--- config.mk ---
export PLATFORM = sky130hd
export DESIGN_NAME = positional_list_insert_delete_flat
export DESIGN_NICKNAME = d
export VERILOG_FILES = /design/src/plid_pkg.sv /design/src/plid_if.sv /design/src/plid_mem.sv /design/src/positional_list_insert_delete.sv /design/src/flat_wrapper.sv
export VERILOG_INCLUDE_DIRS = /design/src /design/src/src
export SDC_FILE = /design/constraint.sdc
export NUM_CORES = 1
export LEC_CHECK = 0
export BUFFER_PORTS_ARGS = -buffer_cell sky130_fd_sc_hd__buf_2
export CORE_ASPECT_RATIO = 1.4
export CORE_MARGIN = 1
export CORE_UTILIZATION = 43
export CTS_BUF_LIST = sky130_fd_sc_hd__clkbuf_4
export CTS_CLUSTER_DIAMETER = 50
export CTS_CLUSTER_SIZE = 25
export DETAILED_ROUTE_END_ITERATION = 6
export GPL_ROUTABILITY_DRIVEN = 0
export PLACE_DENSITY = 0.57
export SLEW_MARGIN = 20
export SYNTH_ARGS = -nofsm -noshare
export SYNTH_HDL_FRONTEND = slang
export SYNTH_SLANG_ARGS = --single-unit
--- constraint.sdc ---
create_clock -name i_clk -period 9.7 [get_ports i_clk]
set_input_delay 1.455 -clock i_clk [delete_from_list [all_inputs] [get_ports i_clk]]
set_output_delay 1.455 -clock i_clk [all_outputs]
set_load 0.1 [all_outputs]
--- src/positional_list_insert_delete_assert.svh ---
// ----------------------------------------------------------------------------
// Assertion macros for the positional list block
// Concurrent checks on the rising edge of i_clk, off while reset is low.
// ----------------------------------------------------------------------------
`ifndef POSITIONAL_LIST_INSERT_DELETE_ASSERT_SVH
`define POSITIONAL_LIST_INSERT_DELETE_ASSERT_SVH

`ifndef SYNTHESIS

// same-cycle implication
`define PLID_ASSERT_IMP(label, ante, cons) \
    label: assert property (@(posedge i_clk) disable iff (!i_rst_n) (ante) |-> (cons)) \
        else $error("plid assertion failed");

// next-cycle implication
`define PLID_ASSERT_NXT(label, ante, cons) \
    label: assert property (@(posedge i_clk) disable iff (!i_rst_n) (ante) |=> (cons)) \
        else $error("plid assertion failed");

`else

`define PLID_ASSERT_IMP(label, ante, cons)
`define PLID_ASSERT_NXT(label, ante, cons)

`endif

`endif

--- src/plid_pkg.sv ---
// ----------------------------------------------------------------------------
// plid_pkg
// Field types, command and status codes and sequencer states of the list.
// ----------------------------------------------------------------------------
package plid_pkg;

    localparam int MODE_W   = 3;
    localparam int VALUE_W  = 32;
    localparam int POS_W    = 16;
    localparam int STATUS_W = 3;
    localparam int COUNT_W  = 5;

    typedef logic        [MODE_W-1:0]   t_mode;
    typedef logic signed [VALUE_W-1:0]  t_value;
    typedef logic signed [POS_W-1:0]    t_pos;
    typedef logic        [STATUS_W-1:0] t_status;
    typedef logic        [COUNT_W-1:0]  t_count;

    localparam t_mode MODE_INS_FRONT = 3'd0;
    localparam t_mode MODE_INS_BACK  = 3'd1;
    localparam t_mode MODE_INS_POS   = 3'd2;
    localparam t_mode MODE_DEL_FRONT = 3'd3;
    localparam t_mode MODE_DEL_BACK  = 3'd4;
    localparam t_mode MODE_DEL_POS   = 3'd5;

    localparam t_status ST_OK       = 3'd0;
    localparam t_status ST_EMPTY    = 3'd1;
    localparam t_status ST_NEGATIVE = 3'd2;
    localparam t_status ST_RANGE    = 3'd3;
    localparam t_status ST_FULL     = 3'd4;

    typedef enum logic [2:0] {
        S_IDLE,
        S_DECODE,
        S_SHIFT,
        S_PUT,
        S_RD_FIRST,
        S_RD_LAST,
        S_GRAB,
        S_DONE
    } t_state;

endpackage

--- src/plid_if.sv ---
// ----------------------------------------------------------------------------
// plid channel interfaces
// Command and response channels, valid/ready, one beat per item.
// ----------------------------------------------------------------------------
interface plid_cmd_if;
    logic              valid;
    logic              ready;
    plid_pkg::t_mode   mode;
    plid_pkg::t_value  value;
    plid_pkg::t_pos    position;

    modport source (output valid, output mode, output value, output position, input ready);
    modport sink   (input valid, input mode, input value, input position, output ready);
endinterface

interface plid_rsp_if;
    logic               valid;
    logic               ready;
    plid_pkg::t_status  status;
    plid_pkg::t_count   count;
    plid_pkg::t_value   first_value;
    plid_pkg::t_value   last_value;

    modport source (output valid, output status, output count, output first_value,
                    output last_value, input ready);
    modport sink   (input valid, input status, input count, input first_value,
                    input last_value, output ready);
endinterface

--- src/plid_mem.sv ---
// ----------------------------------------------------------------------------
// plid_mem
// List storage: one write port, one read port, registered read data.
// ----------------------------------------------------------------------------
module plid_mem #(
    parameter int  DEPTH = 16,
    parameter int  WIDTH = 32,
    localparam int AW    = $clog2(DEPTH)
) (
    input  logic             i_clk,
    input  logic             i_we,
    input  logic [AW-1:0]    i_waddr,
    input  logic [WIDTH-1:0] i_wdata,
    input  logic [AW-1:0]    i_raddr,
    output logic [WIDTH-1:0] o_rdata
);

    logic [WIDTH-1:0] r_mem [DEPTH];
    logic [WIDTH-1:0] r_rdata;

    always_ff @(posedge i_clk) begin
        if (i_we) begin
            r_mem[i_waddr] <= i_wdata;
        end
    end

    always_ff @(posedge i_clk) begin
        r_rdata <= r_mem[i_raddr];
    end

    assign o_rdata = r_rdata;

endmodule

--- src/positional_list_insert_delete.sv ---
// ----------------------------------------------------------------------------
// positional_list_insert_delete
// Ordered list of signed values with insert/delete at front, back or position.
// ----------------------------------------------------------------------------
// The list holds up to CAPACITY entries of DATA_WIDTH bits in a memory with
// one read and one write port; position 0 is the front. One command beat is
// taken at a time and gives exactly one response beat: status, count after the
// command and the front and back values (zero when empty). Entries behind an
// insert or delete point are moved one place per cycle through the memory's
// read and write ports, so the memory sets the rate. From the command beat to
// the response turning valid there is a decode step, the moving, the write of
// the new entry on inserts, the read-back of the front and back (skipped when
// the list ends empty) and the registering of the response, plus any wait for
// the previous response to be taken. A refused command or an unused mode
// skips the moving, and the longest command is a front insert or delete that
// moves CAPACITY - 1 entries. The block takes a new command as soon as the
// previous one has its response registered, even if that response has not
// yet been taken. Inserts into a full list are refused with status full, but
// a position insert at a negative position gets status negative. Values are
// cut or sign-extended to DATA_WIDTH when stored and back to 32 bits when
// shown. Stored entries need no reset; only entries below the count are read.
// ----------------------------------------------------------------------------
module positional_list_insert_delete #(
    parameter int CAPACITY   = 16,
    parameter int DATA_WIDTH = 32
) (
    input  logic        i_clk,
    input  logic        i_rst_n,
    plid_cmd_if.sink    i_cmd,
    plid_rsp_if.source  o_rsp
);

    `include "positional_list_insert_delete_assert.svh"

    localparam int OCC_W = $clog2(CAPACITY + 1);
    localparam int AW    = $clog2(CAPACITY);
    localparam int PW    = plid_pkg::POS_W;
    localparam int VW    = plid_pkg::VALUE_W;
    localparam int CW    = plid_pkg::COUNT_W;
    localparam int CMP_W = ((OCC_W > PW) ? OCC_W : PW) + 1;

    // control
    plid_pkg::t_state r_state, n_state;
    logic [OCC_W-1:0] r_occ, n_occ;
    logic             r_out_valid, n_out_valid;
    logic             r_wpend, n_wpend;

    // captured command and working registers
    plid_pkg::t_mode          r_mode, n_mode;
    logic signed [DATA_WIDTH-1:0] r_value, n_value;
    plid_pkg::t_pos           r_pos, n_pos;
    plid_pkg::t_status        r_status, n_status;
    logic                     r_ins, n_ins;     // shift direction: towards back
    logic [OCC_W-1:0]         r_idx, n_idx;     // running index of the move
    logic [OCC_W-1:0]         r_stop, n_stop;   // index where moving stops
    logic [AW-1:0]            r_waddr, n_waddr; // pending moved-entry target
    plid_pkg::t_value         r_first, n_first;
    plid_pkg::t_value         r_last, n_last;

    // response register
    plid_pkg::t_status r_out_status, n_out_status;
    plid_pkg::t_count  r_out_count, n_out_count;
    plid_pkg::t_value  r_out_first, n_out_first;
    plid_pkg::t_value  r_out_last, n_out_last;

    // memory port
    logic                         w_we;
    logic [AW-1:0]                w_waddr;
    logic [DATA_WIDTH-1:0]        w_wdata;
    logic [AW-1:0]                w_raddr;
    logic signed [DATA_WIDTH-1:0] w_rdata;

    // decode helpers
    logic             w_full, w_empty, w_neg, w_more, w_rsp_free;
    logic [CMP_W-1:0] w_pos_ext, w_occ_ext;
    logic [OCC_W-1:0] w_pos_idx, w_idx_step;

    assign w_full     = (r_occ >= OCC_W'(CAPACITY));
    assign w_empty    = (r_occ == '0);
    assign w_neg      = r_pos[PW-1];
    assign w_pos_ext  = CMP_W'(unsigned'(r_pos));
    assign w_occ_ext  = CMP_W'(r_occ);
    assign w_pos_idx  = OCC_W'(unsigned'(r_pos));
    assign w_more     = (r_idx != r_stop);
    assign w_rsp_free = !r_out_valid || o_rsp.ready;
    // index step of one: down towards the front on inserts, up on deletes
    assign w_idx_step = r_ins ? (r_idx - OCC_W'(1)) : (r_idx + OCC_W'(1));

    plid_mem #(
        .DEPTH (CAPACITY),
        .WIDTH (DATA_WIDTH)
    ) u_mem (
        .i_clk   (i_clk),
        .i_we    (w_we),
        .i_waddr (w_waddr),
        .i_wdata (w_wdata),
        .i_raddr (w_raddr),
        .o_rdata (w_rdata)
    );

    // ------------------------------------------------------------------------
    // next state
    // ------------------------------------------------------------------------
    always_comb begin
        n_state = r_state;
        case (r_state)
            plid_pkg::S_IDLE: begin
                if (i_cmd.valid) begin
                    n_state = plid_pkg::S_DECODE;
                end
            end
            plid_pkg::S_DECODE: begin
                n_state = plid_pkg::S_RD_FIRST;
                case (r_mode)
                    plid_pkg::MODE_INS_FRONT, plid_pkg::MODE_INS_BACK: begin
                        if (!w_full) begin
                            n_state = plid_pkg::S_SHIFT;
                        end
                    end
                    plid_pkg::MODE_INS_POS: begin
                        if (!w_neg && !w_full && !(w_pos_ext > w_occ_ext)) begin
                            n_state = plid_pkg::S_SHIFT;
                        end
                    end
                    plid_pkg::MODE_DEL_FRONT, plid_pkg::MODE_DEL_BACK: begin
                        if (!w_empty) begin
                            n_state = plid_pkg::S_SHIFT;
                        end
                    end
                    plid_pkg::MODE_DEL_POS: begin
                        if (!w_empty && !w_neg && (w_pos_ext < w_occ_ext)) begin
                            n_state = plid_pkg::S_SHIFT;
                        end
                    end
                    default: begin
                        n_state = plid_pkg::S_RD_FIRST;
                    end
                endcase
            end
            plid_pkg::S_SHIFT: begin
                if (!w_more && !r_wpend) begin
                    n_state = r_ins ? plid_pkg::S_PUT : plid_pkg::S_RD_FIRST;
                end
            end
            plid_pkg::S_PUT: begin
                n_state = plid_pkg::S_RD_FIRST;
            end
            plid_pkg::S_RD_FIRST: begin
                n_state = w_empty ? plid_pkg::S_DONE : plid_pkg::S_RD_LAST;
            end
            plid_pkg::S_RD_LAST: begin
                n_state = plid_pkg::S_GRAB;
            end
            plid_pkg::S_GRAB: begin
                n_state = plid_pkg::S_DONE;
            end
            plid_pkg::S_DONE: begin
                if (w_rsp_free) begin
                    n_state = plid_pkg::S_IDLE;
                end
            end
            default: begin
                n_state = plid_pkg::S_IDLE;
            end
        endcase
    end

    // ------------------------------------------------------------------------
    // outputs: handshake and memory port
    // ------------------------------------------------------------------------
    always_comb begin
        i_cmd.ready = 1'b0;
        w_we        = 1'b0;
        w_waddr     = r_waddr;
        w_wdata     = w_rdata;
        w_raddr     = '0;
        case (r_state)
            plid_pkg::S_IDLE: begin
                i_cmd.ready = 1'b1;
            end
            plid_pkg::S_SHIFT: begin
                // read the entry to move; write the one read last cycle
                w_raddr = r_ins ? AW'(r_idx - OCC_W'(1)) : AW'(r_idx);
                w_we    = r_wpend;
            end
            plid_pkg::S_PUT: begin
                w_we    = 1'b1;
                w_waddr = AW'(r_stop);
                w_wdata = r_value;
            end
            plid_pkg::S_RD_LAST: begin
                w_raddr = AW'(r_occ - OCC_W'(1));
            end
            default: begin
                w_raddr = '0;
            end
        endcase
    end

    // ------------------------------------------------------------------------
    // datapath next values
    // ------------------------------------------------------------------------
    always_comb begin
        n_occ        = r_occ;
        n_wpend      = r_wpend;
        n_mode       = r_mode;
        n_value      = r_value;
        n_pos        = r_pos;
        n_status     = r_status;
        n_ins        = r_ins;
        n_idx        = r_idx;
        n_stop       = r_stop;
        n_waddr      = r_waddr;
        n_first      = r_first;
        n_last       = r_last;
        n_out_valid  = r_out_valid && !o_rsp.ready;
        n_out_status = r_out_status;
        n_out_count  = r_out_count;
        n_out_first  = r_out_first;
        n_out_last   = r_out_last;

        case (r_state)
            plid_pkg::S_IDLE: begin
                n_mode  = i_cmd.mode;
                n_value = DATA_WIDTH'(i_cmd.value);
                n_pos   = i_cmd.position;
            end
            plid_pkg::S_DECODE: begin
                n_status = plid_pkg::ST_OK;
                n_wpend  = 1'b0;
                case (r_mode)
                    plid_pkg::MODE_INS_FRONT, plid_pkg::MODE_INS_BACK,
                    plid_pkg::MODE_INS_POS: begin
                        n_ins  = 1'b1;
                        n_idx  = r_occ;
                        n_stop = (r_mode == plid_pkg::MODE_INS_FRONT) ? '0 :
                                 (r_mode == plid_pkg::MODE_INS_BACK)  ? r_occ : w_pos_idx;
                        if (r_mode == plid_pkg::MODE_INS_POS && w_neg) begin
                            n_status = plid_pkg::ST_NEGATIVE;
                        end else if (w_full) begin
                            n_status = plid_pkg::ST_FULL;
                        end else if (r_mode == plid_pkg::MODE_INS_POS
                                     && w_pos_ext > w_occ_ext) begin
                            n_status = plid_pkg::ST_RANGE;
                        end
                    end
                    plid_pkg::MODE_DEL_FRONT, plid_pkg::MODE_DEL_BACK,
                    plid_pkg::MODE_DEL_POS: begin
                        n_ins  = 1'b0;
                        n_stop = r_occ;
                        n_idx  = (r_mode == plid_pkg::MODE_DEL_FRONT) ? OCC_W'(1) :
                                 (r_mode == plid_pkg::MODE_DEL_BACK)  ? r_occ :
                                 (w_pos_idx + OCC_W'(1));
                        if (w_empty) begin
                            n_status = plid_pkg::ST_EMPTY;
                        end else if (r_mode == plid_pkg::MODE_DEL_POS && w_neg) begin
                            n_status = plid_pkg::ST_NEGATIVE;
                        end else if (r_mode == plid_pkg::MODE_DEL_POS
                                     && !(w_pos_ext < w_occ_ext)) begin
                            n_status = plid_pkg::ST_RANGE;
                        end
                    end
                    default: begin
                        n_status = plid_pkg::ST_OK;
                    end
                endcase
            end
            plid_pkg::S_SHIFT: begin
                n_wpend = w_more;
                if (w_more) begin
                    n_waddr = r_ins ? AW'(r_idx) : AW'(r_idx - OCC_W'(1));
                    n_idx   = w_idx_step;
                end
                if (!w_more && !r_wpend && !r_ins) begin
                    n_occ = r_occ - OCC_W'(1);
                end
            end
            plid_pkg::S_PUT: begin
                n_occ = r_occ + OCC_W'(1);
            end
            plid_pkg::S_RD_FIRST: begin
                n_first = '0;
                n_last  = '0;
            end
            plid_pkg::S_RD_LAST: begin
                n_first = VW'(w_rdata);
            end
            plid_pkg::S_GRAB: begin
                n_last = VW'(w_rdata);
            end
            plid_pkg::S_DONE: begin
                if (w_rsp_free) begin
                    n_out_valid  = 1'b1;
                    n_out_status = r_status;
                    n_out_count  = CW'(r_occ);
                    n_out_first  = r_first;
                    n_out_last   = r_last;
                end
            end
            default: begin
                n_wpend = 1'b0;
            end
        endcase
    end

    // ------------------------------------------------------------------------
    // registers
    // ------------------------------------------------------------------------
    always_ff @(posedge i_clk) begin
        if (!i_rst_n) begin
            r_state     <= plid_pkg::S_IDLE;
            r_occ       <= '0;
            r_out_valid <= 1'b0;
            r_wpend     <= 1'b0;
        end else begin
            r_state     <= n_state;
            r_occ       <= n_occ;
            r_out_valid <= n_out_valid;
            r_wpend     <= n_wpend;
        end
    end

    always_ff @(posedge i_clk) begin
        r_mode       <= n_mode;
        r_value      <= n_value;
        r_pos        <= n_pos;
        r_status     <= n_status;
        r_ins        <= n_ins;
        r_idx        <= n_idx;
        r_stop       <= n_stop;
        r_waddr      <= n_waddr;
        r_first      <= n_first;
        r_last       <= n_last;
        r_out_status <= n_out_status;
        r_out_count  <= n_out_count;
        r_out_first  <= n_out_first;
        r_out_last   <= n_out_last;
    end

    assign o_rsp.valid       = r_out_valid;
    assign o_rsp.status      = r_out_status;
    assign o_rsp.count       = r_out_count;
    assign o_rsp.first_value = r_out_first;
    assign o_rsp.last_value  = r_out_last;

    // ------------------------------------------------------------------------
    // checks
    // ------------------------------------------------------------------------
    `PLID_ASSERT_IMP(a_occ_bound, 1'b1, r_occ <= OCC_W'(CAPACITY))
    `PLID_ASSERT_IMP(a_wr_state, w_we, r_state == plid_pkg::S_SHIFT || r_state == plid_pkg::S_PUT)
    `PLID_ASSERT_NXT(a_cmd_decode, i_cmd.valid && i_cmd.ready, r_state == plid_pkg::S_DECODE)
    `PLID_ASSERT_IMP(a_empty_zero, r_state == plid_pkg::S_DONE && r_status == plid_pkg::ST_EMPTY, r_occ == '0)

endmodule
--- src/flat_wrapper.sv ---
// flat-port wrapper written by rule: the top's interface ports become plain ports
module positional_list_insert_delete_flat 
#(
    parameter int CAPACITY   = 16,
    parameter int DATA_WIDTH = 32
)
  (i_clk, i_rst_n, i_cmd_valid, i_cmd_mode, i_cmd_value, i_cmd_position, i_cmd_ready, o_rsp_valid, o_rsp_status, o_rsp_count, o_rsp_first_value, o_rsp_last_value, o_rsp_ready);
  plid_cmd_if i_cmd_i ();
  plid_rsp_if o_rsp_i ();
  input  logic i_clk;
  input  logic i_rst_n;
  input wire logic [$bits(i_cmd_i.valid)-1:0] i_cmd_valid;
  input wire logic [$bits(i_cmd_i.mode)-1:0] i_cmd_mode;
  input wire logic [$bits(i_cmd_i.value)-1:0] i_cmd_value;
  input wire logic [$bits(i_cmd_i.position)-1:0] i_cmd_position;
  output wire logic [$bits(i_cmd_i.ready)-1:0] i_cmd_ready;
  output wire logic [$bits(o_rsp_i.valid)-1:0] o_rsp_valid;
  output wire logic [$bits(o_rsp_i.status)-1:0] o_rsp_status;
  output wire logic [$bits(o_rsp_i.count)-1:0] o_rsp_count;
  output wire logic [$bits(o_rsp_i.first_value)-1:0] o_rsp_first_value;
  output wire logic [$bits(o_rsp_i.last_value)-1:0] o_rsp_last_value;
  input wire logic [$bits(o_rsp_i.ready)-1:0] o_rsp_ready;
  assign i_cmd_i.valid = i_cmd_valid;
  assign i_cmd_i.mode = i_cmd_mode;
  assign i_cmd_i.value = i_cmd_value;
  assign i_cmd_i.position = i_cmd_position;
  assign i_cmd_ready = i_cmd_i.ready;
  assign o_rsp_valid = o_rsp_i.valid;
  assign o_rsp_status = o_rsp_i.status;
  assign o_rsp_count = o_rsp_i.count;
  assign o_rsp_first_value = o_rsp_i.first_value;
  assign o_rsp_last_value = o_rsp_i.last_value;
  assign o_rsp_i.ready = o_rsp_ready;
  positional_list_insert_delete #(.CAPACITY(CAPACITY), .DATA_WIDTH(DATA_WIDTH)) u_core (.i_clk(i_clk), .i_rst_n(i_rst_n), .i_cmd(i_cmd_i), .o_rsp(o_rsp_i));
endmodule
# --- After elaboration in Yosys (flattened, before gate mapping) ---
# Memories as Yosys holds them, arrays and structs flattened. A register that Yosys moved wholly into a read port is not among the register bits.
# Cells that the tools add are included.
word_totals:
  regBits: 215
  ram_bits: 512
  inputBits: 55
  n_memories: 1
op_classes:
  add_sub_neg: 5
  order_cmp: 3
  eq_ne: 19
  mux: 44
  n_reduce_logical: 40
memory_table:
  columns: ["name", "depth", "width", "rd", "rd_ports_with_merged_regs", "write_ports", "line", "source"]
  rows:
  - ["u_core.u_mem.r_mem", 16, 32, 1, 1, 1, "plid_mem.sv:18", "logic [WIDTH-1:0] r_mem [DEPTH];"]
op_table:
  columns: ["op", "n"]
  rows:
  - ["one-hot mux 32 bit (2 select lines)", 2]
  - ["one-hot mux 5 bit (2 select lines)", 4]
  - ["2-to-1 mux 3 bit", 12]
  - ["2-to-1 mux 5 bit", 7]
  - ["2-to-1 mux 32 bit", 1]
  - ["one-hot mux 3 bit (8 select lines)", 1]
  - ["equality test 3 bit (second input constant)", 6]
  - ["greater-than comparator 16 x 5 -> 1 bit", 1]
  - ["< comparator 16 x 5 -> 1 bit", 1]
  - ["adder 5 x 1 -> 5 bit (second input constant)", 3]
  - ["equality test 3 x 2 -> 1 bit (second input constant)", 4]
  - ["2-to-1 mux 4 bit", 3]
  - ["one-hot mux 3 bit (4 select lines)", 1]
  - ["logical AND 1 bit", 11]
  - ["zero test 1 bit", 10]
  - ["nonzero test 2 bit", 5]
  - ["subtractor 5 x 1 -> 5 bit (second input constant)", 2]
  - ["!= test 2 x 1 -> 1 bit (second input constant)", 4]
  - ["one-hot mux 4 bit (2 select lines)", 1]
  - ["AND reduction 2 bit", 4]
  - ["equality test 3 x 1 -> 1 bit (second input constant)", 2]
  - ["zero test 3 bit", 2]
  - ["2-to-1 mux 2 bit", 3]
  - ["one-hot mux 1 bit (2 select lines)", 3]
  - ["other kinds (11)", 18]

# --- Longest topological paths before layout ---
# Gate-level depths: netlist of run 1.
logic_depth:
  ltp_word: 7
  ltp_mapped: 13
  ltp_nobuf: 7

# --- Modules after synthesis ---
# From an unflattened synthesis of run 1, not the netlist that was laid out.
unflattened:
  cells_unflattened: 1456
  hier_area_um2: 28459.8
by_module_without_submodules:
  columns: ["mod", "n_inst", "cells_per_inst", "area_each_um2", "seq_area_each_um2"]
  rows:
  - ["plid_mem", 1, 838, 19835.3, 16015.4]
  - ["positional_list_insert_delete", 1, 618, 8624.5, 6356.1]

# --- Worst setup path after synthesis of run 1 ---
# No wires, ideal clock.
synth_path:
  path_type: "reg-to-output"
  from: "reg u_core.r_state[1]"
  to: "out i_cmd_ready"
  t_arrival_ps: 6075
  required_time_ps: 8245
  slack_ps: 2170
  stages_incl_launch_ff: 3
  n_path_buf: 1
  cell_sequence: "dfxtp_1 > clkbuf_1 > nor3_1"
synth_via:
  elab_chain_len: 2
synth_rtl:
  columns: ["element", "line", "source"]
  rows:
  - ["from (decl)", "positional_list_insert_delete.sv:43", "plid_pkg::t_state r_state, n_state;"]
  - ["from (signal assigned)", "positional_list_insert_delete.sv:311", "r_state <= plid_pkg::S_IDLE;"]
  - ["from (signal assigned)", "positional_list_insert_delete.sv:316", "r_state <= n_state;"]
  - ["zero test 3 bit", "positional_list_insert_delete.sv:177", "case (r_state)"]
  - ["2-to-1 mux 1 bit", "positional_list_insert_delete.sv:177", null]
  - ["to (decl)", "flat_wrapper.sv:16", "output wire logic [$bits(i_cmd_i.ready)-1:0] i_cmd_ready;"]
# Every way passes these cells.

# --- Worst setup path in the final report of run 1 ---
layout_path:
  from: "reg u_core.r_state[2]"
  to: "reg u_core.u_mem.r_rdata[27], in the netlist u_core.u_mem.o_rdata[27], read port of u_core.u_mem.r_mem"
layout_via:
  elab_chain_len: 2
  word_cells_on_any_way: 3
  classes_between: "2 x eq/ne; 1 x mux"
layout_rtl:
  columns: ["element", "line", "source"]
  rows:
  - ["equality test 3 bit or equality test 3 x 2 -> 1 bit (tied branches)", "positional_list_insert_delete.sv:177", null]
  - ["one-hot mux 4 bit (2 select lines) *", "positional_list_insert_delete.sv:177", null]
  - ["to (decl)", "plid_mem.sv:19", "logic [WIDTH-1:0] r_rdata;"]
# Mark *: on every way between the ends. The rest lies on a longest branch, timed or not.
# A chain may end at the register's enable or synchronous reset.

==> results of run 1 <==
==> layout make-up <==
type / instances / area [um2] / share of cell area
flip-flops and latches: 759 / 22400 / 0.673
multi-input cells: 1126 / 7730 / 0.233
well taps: 936 / 1170 / 0.0352
repair buffers: 166 / 951 / 0.0286
clock inverters: 41 / 489 / 0.0147
clock buffers: 57 / 428 / 0.0129
inverters: 21 / 78.8 / 0.00237
diodes: 6 / 15.0 / 0.000452
==> per-stage QoR <==
stage / hold slack [ns] / setup slack [ns]
6_report: 0.424 / 5.32
5_1_grt: 0.451 / 5.05
4_1_cts: 0.437 / 5.21
3_5_place_dp: 0.405 / 5.39
3_3_place_gp: 0.404 / 5.48
2_1_floorplan: 0.400 / 2.17
==> cells in the final DEF, fill, tap and decap left out, types with 6 or more instances in the layout <==
| master | instances |
|---|---|
| o211ai_1 | 44 |
| nand2_1 | 124 |
| o21ai_0 | 136 |
| clkinvlp_4 | 7 |
| buf_2 | 128 |
| nand4_1 | 7 |
| nand4bb_1 | 26 |
| a211oi_1 | 65 |
| xor2_1 | 7 |
| a221o_1 | 6 |
| diode_2 | 6 |
| ha_1 | 12 |
| a2111oi_0 | 110 |
| a31oi_1 | 10 |
| nor2_4 | 17 |
| a2111o_1 | 6 |
| a22o_1 | 6 |
| nor2_1 | 11 |
| nor3_1 | 9 |
| edfxtp_1 | 717 |
| inv_6 | 8 |
| mux2i_1 | 61 |
| nor2b_1 | 7 |
| nand3_1 | 135 |
| a21oi_1 | 14 |
| clkbuf_4 | 57 |
| buf_4 | 36 |
| xnor2_1 | 10 |
| a22oi_1 | 66 |
| and3_1 | 66 |
| inv_1 | 21 |
| clkinv_8 | 7 |
| and2_1 | 66 |
| dfxtp_1 | 42 |
| mux2_2 | 6 |
| o21ai_1 | 29 |
==> logic make-up (layout without fill, tap and decap cells) <==
logic type	count (synthesis)	after routing
mux	67	67
simple gates	507	507
compound gates	523	523
flops	759	759
fa+ha+maj	12	12
xor+xnor	17	17
other cells	0	6
buf+inv	206	285
==> state kept, by name, summed over array words and instances (netlist names) <==
register	flops
u_core.r_wpend	1
u_core.r_waddr	4
u_core.r_value	32
u_core.r_stop	5
u_core.r_idx	5
u_core.o_rsp.valid	1
u_core.o_rsp.first_value	32
u_core.r_first	32
u_core.r_occ	5
u_core.o_rsp.count	5
u_core.o_rsp.status	3
u_core.r_status	3
u_core.r_ins	1
u_core.o_rsp.last_value	32
u_core.u_mem.o_rdata	32
u_core.r_mode	3
u_core.r_last	32
u_core.r_state	3
u_core.r_pos	16
u_core.u_mem.r_mem	512
==> power breakdown <==
group          internal, W  switching [W]
clock             0.000426        0.00114
sequential         0.00436       0.000280
combinational     0.000510        0.00132
total              0.00529        0.00275
==> worst min-delay path by stage <==
stage	end	slack, ns
floorplan	u_core.o_rsp.first_value[0]$_DFFE_PP_	0.40
global placement	u_core.o_rsp.first_value[17]$_DFFE_PP_	0.40
detailed placement	u_core.o_rsp.first_value[13]$_DFFE_PP_	0.40
CTS	u_core.o_rsp.status[1]$_DFFE_PP_	0.44
global route	u_core.o_rsp.last_value[20]$_DFFE_PP_	0.45
finish	u_core.o_rsp.status[1]$_DFFE_PP_	0.42
==> layer usage <==
metal / part of all wire / GRT usage / vias up
met5: 0 / 0 / -
met4: 0.029 / 0.0713 / 0
met3: 0.063 / 0.0316 / 153
met2: 0.49 / 0.376 / 741
met1: 0.42 / 0.294 / 9451
li1: - / - / 8363
==> worst max-delay path, delay by kind of cell (launching register included) <==
kind,cells,cell delay (ns)
buf+inv,2,1.32
simple gates,3,1.39
compound gates,2,0.68
flops,1,0.90
==> summary.txt, run 1 <==
Clock network
  – CTS clk-pin slew, worst paths: 0.23 ns
  – Cts bufs inserted: between 50 and 60
  – CTS tree: built
  – Hold Buf Count CTS: 0
  – Clk root buf: clkbuf_4
  – Post-CTS resize count: 0
  – CTS H-tree lvls: 2
  – Clk_lat worst skew: 0.97 ns
  – Post-CTS Setup Bufs: 0
  – CTS Sinks: 759
  – Max clock buf depth: 3

Flow run
  – Max-cap violation count: 0

Route
  – Vias: 18.7k
  – Antenna viol nets, final: 0
  – Detailed-router iteration count before antenna repair: 5
  – Mean routed wirelength per cell: 25.9 um
  – DRT iter0 DRCs: 1906
  – Via-to-Cell Ratio: roughly 6
  – Wirelength, routed: roughly 81000 um
  – DRC: 0

Placement
  – Post-detail-place hpwl: 40800 um
  – DP Cell Count: 3008
  – Placed cell areas: 32300 um2
  – Port Buffer Count: 128

Synth
  – Post-synth top area share: 0.701
  – Synth Area in Adders: 0.00489
  – Post-Syn Area: between 30000 and 40000 um2
  – Xor/xnor share of the synthesized area: 0.00485
  – Ys async rst share: 0
  – Largest family of logic cells by synthesized area: compound AO/OA/AOI/OAI gates
  – Synthesized net count: 2158
  – Synth area leader: edfxtp_1
  – Synth Flop Type: edfxtp_1
  – #FFs+latches synth: roughly 760
  – Simple-gate portion of the synthesized area: 0.0915
  – Leading post-synthesis cells by cell area: edfxtp_1 (70%), a2111oi_0 (3.1%), dfxtp_1 (2.7%), o21ai_0 (2.2%), nand3_1 (2.2%)
  – Commonest cells in the netlist: edfxtp_1 (717), o21ai_0 (136), nand3_1 (135)
  – Post-synth EDFFs: 717
  – Most common cell in the netlist: edfxtp_1
  – Syn avg cell area: 14.7 um2
  – Cell count after synthesis: 2091
  – Synth warn: 0
  – Post-synthesis cell type count: between 60 and 70
  – Post-synthesis mux area share: 0.0221
  – Seq/Total Area, Yosys: 0.728
  – Compound-Gate Fraction of Synth Area: 0.120

Power
  – VDD IR max: between 0.1 and 0.15 mV
  – P_leak: 10.6 nW
  – Power density cells: between 200 and 250 nW/um2
  – Power Total: 0.00804 W

STA
  – Max-slew violation count: 0
  – Final setup TNS: 0 ns
  – Worst slew margin: 0.239
  – Fmax: roughly 230 MHz
  – Clock Skew: 0.0644 ns
  – Finish-stage setup viols: 0
  – RSZ-0062 raised after global routing: false
  – Final hold violation count: 0
  – Final min period: between 4 and 5 ns
  – Worst Max-Slew Pin Slew: approximately 1.1 ns
  – Final Cycle Share: 0.451

Worst setup path
  – Data arrival, critical path: 5.29 ns
  – Reg-to-reg endpoint: u_core.u_mem.o_rdata[27]$_DFF_P_
  – Kind of critical path: reg -> reg
  – Crit Path Max Fanout: 45
  – CP max-delay cell: dfxtp_1
  – Critical-path cell list: nand4bb_4, nand2_4, buf_4, buf_4, a2111oi_0, a2111oi_0, nand4bb_1
  – Critical path endpoint category: register
  – R2R Setup Slk: ~5.3 ns
  – Worst setup path end: u_core.u_mem.o_rdata[27]$_DFF_P_
  – Critical path startpoint category: register
  – Delay of the slowest critical-path stage: 0.90 ns
  – CP Launch Point: u_core.r_state[2]$_SDFFE_PN0P_
  – R2r startpoint: u_core.r_state[2]$_SDFFE_PN0P_
  – Worst Path Required: 10.62 ns
  – Reg2Reg Depth: 7

Final layout
  – Post-route cell area: 33200 um2
  – P&R area growth vs syn: 8.14%
  – Filler cells: 6163
  – Post-Route Utilization: 0.471
  – Share of cells above drive strength 1: 0.142
  – Post-route insts no fill: a little over 3k
  – Layout Nets: 2193

Die
  – Die Y: between 300 and 400 um
  – Row count: 115
  – Initial core utilization: 0.436
  – Total die area: around 73000 um2
  – IO Pins: 129
  – Core area: 70500 um2
  – Die X: 228 um

Min path
  – Hold Path Stages: 0
  – HP Start: u_core.r_status[1]$_DFFE_PP_
  – Worst min path class: reg -> reg

Global routing
  – GRT Util Overall: 0.222
  – Initial antenna violation count: 2
  – First-pass GRT wire length: around 120000 um
  – Total grt overflow: 0
  – Number of global-route vias before repair: 18.5k
  – Largest net degree at the start of global routing: 193

Run status
  – Status: completed
Note: power is estimated with default switching activity, not from simulation.
==> inputs of run 2 (changes only) <==
Settings changed: PLACE_DENSITY 0.57 to 0.59.
Clock period 9.7 ns to 3.8 ns, I/O delays scaled along.
==> summary.txt, run 2 (synthesized netlist as in run 1, its figures left out) <==
STA
  – Final setup TNS: 0 ns
  – Worst Max-Slew Pin Slew: 1.01 ns
  – Final min period: 3.09 ns
  – RSZ-0062 raised after global routing: false
  – Final worst setup slack: approximately 0.71 ns
  – Max-slew violation count: 0
  – Final hold violation count: 0
  – Finish-stage setup viols: 0
  – Clock Skew: 0.0577 ns
  – Final Cycle Share: 0.812
  – Fmax: approximately 320 MHz
  – Worst slew margin: 0.324

Worst setup path
  – Data arrival, critical path: slightly below 4 ns
  – Critical path startpoint category: register
  – Cell family with most CP delay: simple AND/OR/NAND/NOR gates
  – CP max-delay cell: edfxtp_1
  – Worst Path Required: 4.60 ns
  – Critical-path cell list: inv_1, ha_1, nand4bb_4, buf_4, and3_1, a2111oi_0, a2111oi_0, nand4bb_1
  – Kind of critical path: reg -> reg
  – Delay of the slowest critical-path stage: 0.71 ns
  – Crit Path Max Fanout: 51
  – Worst path most repeated cell: a2111oi_0
  – Critical path endpoint category: register
  – Buf/Inv on CP: 2

Placement
  – Placed cell areas: 32700 um2
  – Port Buffer Count: 128
  – Worst slack, placed: about 0.84 ns
  – Post-detail-place hpwl: 44300 um

Power
  – P_leak: 11.0 nW
  – Sequential group share of total power: 0.574
  – Switching pwr: 0.00704 W
  – Clock power frac: 0.186
  – Power density cells: 602 nW/um2
  – Int Pwr: 0.0135 W
  – VDD IR max: 0.234 mV
  – Comb power frac: 0.239
  – Power Total: 0.0205 W
  – Switching part of the total power: 0.343

Die
  – Row count: roughly 120
  – Core area: 70500 um2
  – Die Y: 318 um
  – IO Pins: 129
  – Die X: around 230 um
  – Total die area: 72600 um2
  – Initial core utilization: 0.436

Run status
  – Status: completed

Clock network
  – Cts bufs inserted: around 50
  – Post-CTS Setup Bufs: 0
  – CTS tree: built
  – Max clock buf depth: 3
  – Clk root buf: clkbuf_4
  – Clk_lat worst skew: 0.95 ns
  – CTS clk-pin slew, worst paths: 0.20 ns
  – CTS Sinks: 759
  – CTS H-tree lvls: 2
  – Post-CTS resize count: 0

Final layout
  – P&R area growth vs syn: 11.1%
  – Top reg by flops: u_core.u_mem.r_mem
  – Max reg flops: between 500 and 600
  – Commonest non-fill, non-tap cell in the layout: edfxtp_1
  – Post-Route Utilization: 0.484
  – Share of cells above drive strength 1: 0.149
  – Post-route cell area: 34100 um2
  – Commonest non-fill, non-tap cells in the layout: edfxtp_1 (717), o21ai_0 (136), nand3_1 (135), buf_2 (128), nand2_1 (124)
  – Layout Nets: 2273

Global routing
  – Number of global-route vias before repair: 18.9k
  – Largest net degree at the start of global routing: 129
  – Total grt overflow: 0
  – GRT Util Overall: 0.220
  – Initial antenna violation count: 5
  – First-pass GRT wire length: 121000 um

Route
  – DRC: 0
  – Detailed-router iteration count before antenna repair: 6
  – DRT iter0 DRCs: 1962
  – Antenna viol nets, final: 0
  – Via-to-Cell Ratio: 5.96
  – Vias: between 15k and 20k
  – Wirelength, routed: 80400 um
  – Mean routed wirelength per cell: 25.2 um

Min path
  – Worst min path class: in -> reg

Flow run
  – Max-cap violation count: 0
run 2: cell count changes in the layout (fill, tap and decap cells not counted), moves of 2 or more:
cell           change
buf_4              +8
nand2_2            +2
inv_16             -2
bufinv_16          -2
clkinv_1           -3
dlygate4sd3_1     +53
inv_2              -2
clkinv_4           +5
diode_2            -4
buf_12            +20
clkinv_2           +2
nand2_4            -2
run 2: layout make-up:
class	count	area, um2
fillers	6013	36400
flip-flops and latches	759	22400
multi-input cells	1126	7710
repair buffers	247	1940
well taps	936	1170
clock inverters	39	444
clock buffers	56	420
inverters	21	78.8
diodes	2	5.00
run 2: tightest hold or removal path, delay by kind of cell:
kind	cells	cell delay (ns)
buffers and inverters	1	0.10
AOI/OAI and AO/OA	2	0.25
and+or+nand+nor	3	0.19
run 2: metal layers:
metal | up-vias | GRT usage | part of all wire
li1 | 8526 | - | -
met1 | 9582 | 0.283 | 0.40
met2 | 772 | 0.385 | 0.51
met3 | 117 | 0.0316 | 0.067
met4 | 2 | 0.0631 | 0.024
met5 | - | 0 | 0.00015
run 2: worst paths after layout:
check / cells past startpoint / from / endpoint / slack [ns]
worst max-delay path: 8 / u_core.r_ins$_DFFE_PP_ / u_core.u_mem.o_rdata[28]$_DFF_P_ / 0.71
worst max register to register: 8 / u_core.r_ins$_DFFE_PP_ / u_core.u_mem.o_rdata[28]$_DFF_P_ / 0.71
worst min-delay path: 6 / i_cmd_valid / u_core.r_state[0]$_SDFFE_PN0P_ / 0.23
worst min register to register: 0 / u_core.r_first[16]$_SDFFCE_PN0P_ / u_core.o_rsp.first_value[16]$_DFFE_PP_ / 0.43
run 2: metrics by stage:
stage	instances	hold slack [ns]
2_1_floorplan	2091	0.400
3_3_place_gp	3036	0.403
3_5_place_dp	3036	0.405
4_1_cts	3184	0.102
5_1_grt	3186	0.186
6_report	3186	0.231
run 2: power by group through the flow:
stage,Clock (W),Combinational [W],Sequential [W]
floorplan,0,0.00323,0.0117
global placement,0,0.00473,0.0120
detailed placement,0,0.00487,0.0120
CTS,0.00395,0.00493,0.0118
global route,0.00423,0.00538,0.0119
finish,0.00383,0.00492,0.0118
run 2: what timing repair did:
item                                    CTS  global route
hold buffers                             53             0
hold endpoints to repair                 56             0
endpoints found under the setup margin    0             0
==> inputs of run 3 (changes only) <==
Settings changed: PLACE_DENSITY 0.59 to 0.57.
Clock period 3.8 ns to 3.2 ns, I/O delays scaled along.
==> summary.txt, run 3 (synthesized netlist as in run 1, its figures left out) <==
Global routing
  – GRT Util Overall: 0.220
  – Largest net degree at the start of global routing: a little over 90
  – Number of global-route vias before repair: 18.6k
  – Total grt overflow: 0
  – Initial antenna violation count: 7
  – First-pass GRT wire length: 120000 um

Worst setup path
  – Crit Path Max Fanout: 20
  – Buf/Inv on CP: 2
  – Critical-path cell list: inv_1, ha_1, nand4bb_4, nand2_4, buf_4, a2111oi_0, a2111oi_0, nand4bb_1
  – Worst Path Required: 4.12 ns
  – Data arrival, critical path: 3.99 ns
  – Critical path depth in cells: 8
  – Reg2Reg Depth: 8
  – Critical path startpoint category: register
  – Critical path endpoint category: register
  – Delay of the slowest critical-path stage: approximately 0.63 ns
  – CP max-delay cell: a2111oi_0
  – Cell family with most CP delay: compound AO/OA/AOI/OAI gates
  – Kind of critical path: reg -> reg
  – Worst path most repeated cell: a2111oi_0

Die
  – Initial core utilization: 0.436
  – IO Pins: 129
  – Core area: 70500 um2
  – Die Y: approximately 320 um
  – Total die area: 72600 um2
  – Row count: 115
  – Die X: approximately 230 um

STA
  – Final Cycle Share: 0.960
  – Clock Skew: 0.0670 ns
  – Fmax: ~330 MHz
  – Worst slew margin: 0.324
  – Final min period: 3.07 ns
  – Finish-stage setup viols: 0
  – Worst Max-Slew Pin Slew: about 1.0 ns
  – Final setup TNS: 0 ns
  – RSZ-0062 raised after global routing: false
  – Max-slew violation count: 0
  – Final hold violation count: 0

Min path
  – Worst min path class: in -> reg
  – Hold Path Stages: 2

Power
  – Power density cells: roughly 730 nW/um2
  – P_leak: 11.3 nW
  – Power Total: 0.0253 W
  – VDD IR max: 0.409 mV

Final layout
  – Commonest non-fill, non-tap cell in the layout: edfxtp_1
  – Max reg flops: around 500
  – Post-route insts no fill: between 3k and 4k
  – Top reg by flops: u_core.u_mem.r_mem
  – Layout Nets: 2304
  – Share of cells above drive strength 1: 0.162
  – Commonest non-fill, non-tap cells in the layout: edfxtp_1 (717), o21ai_0 (136), nand3_1 (135), buf_2 (128), nand2_1 (124)
  – P&R area growth vs syn: 13.1%

Clock network
  – CTS clk-pin slew, worst paths: roughly 0.22 ns
  – Max clock buf depth: 3
  – Clk_lat worst skew: roughly 0.98 ns
  – Cts bufs inserted: 56
  – CTS tree: built
  – Clk root buf: clkbuf_4
  – CTS Sinks: between 700 and 800
  – Post-CTS Setup Bufs: 0
  – CTS H-tree lvls: 2

Placement
  – DP Cell Count: 3061
  – Post-detail-place hpwl: roughly 47000 um
  – Port Buffer Count: around 130

Route
  – Wirelength, routed: 80700 um
  – Detailed-router iteration count before antenna repair: 5
  – Antenna viol nets, final: 0
  – DRT iter0 DRCs: between 1.5k and 2k
  – Vias: ~19k
  – DRC: 0
  – Via-to-Cell Ratio: 5.87
  – Mean routed wirelength per cell: 25.0 um

Run status
  – Status: completed

Flow run
  – Max-cap violation count: 0
-- run 3: cell type report --
cell class	instances	area (um2)
fill	6089	35700
sequential	759	22400
multi-input combinational	1126	7710
timing repair buffer	273	2290
tap	936	1170
clock inverter	45	666
clock buffer	61	458
inverter	21	78.8
antenna	3	7.51
-- run 3: worst paths after layout --
kind / start / end / slack [ns]
max: u_core.r_idx[0]$_DFFE_PP_ / u_core.u_mem.o_rdata[25]$_DFF_P_ / 0.13
min: i_cmd_position[14] / u_core.r_pos[14]$_DFFE_PP_ / 0.19
max reg2reg: u_core.r_idx[0]$_DFFE_PP_ / u_core.u_mem.o_rdata[25]$_DFF_P_ / 0.13
min reg2reg: u_core.r_last[18]$_SDFFCE_PP0P_ / u_core.o_rsp.last_value[18]$_DFFE_PP_ / 0.44
-- run 3: worst register-to-register path: stages, from the launching register on --
cell       delay, ns
edfxtp_1        0.55
inv_1           0.14
ha_1            0.42
nand4bb_4       0.22
nand2_4         0.35
buf_4           0.37
a2111oi_0       0.16
a2111oi_0       0.63
nand4bb_1       0.21
-- run 3: timing repair --
action                                  CTS  global route
endpoints found under the setup margin    0             0
hold endpoints to repair                 60             0
gates resized for setup                   0             0
hold buffers                             54             0
-- run 3: through the flow --
step	setup slack [ns]	utilization	instance area, um2	hold WS (ns)
floorplan	0.0240	-	30700	0.400
global placement	0.177	0.469	33100	0.402
detailed placement	0.126	0.469	33100	0.405
CTS	0.0864	0.493	34700	0.0916
global route	0.0161	0.493	34800	0.116
finish	0.127	0.493	34800	0.191
-- run 3: where the power goes --
group	total, W	switching [W]	internal, W	leakage (nW)
Clock	0.00532	0.00366	0.00166	0.579
Sequential	0.0140	0.000815	0.0132	6.89
Combinational	0.00597	0.00417	0.00180	3.88
Total	0.0253	0.00864	0.0167	11.3
-- run 3: layer usage --
metal  vias up  GRT usage  share of wire
met5         -          0        0.00036
met4         4     0.0798          0.034
met3       160     0.0342          0.057
met2       653      0.382           0.50
met1      9508      0.277           0.41
li1       8597          -              -
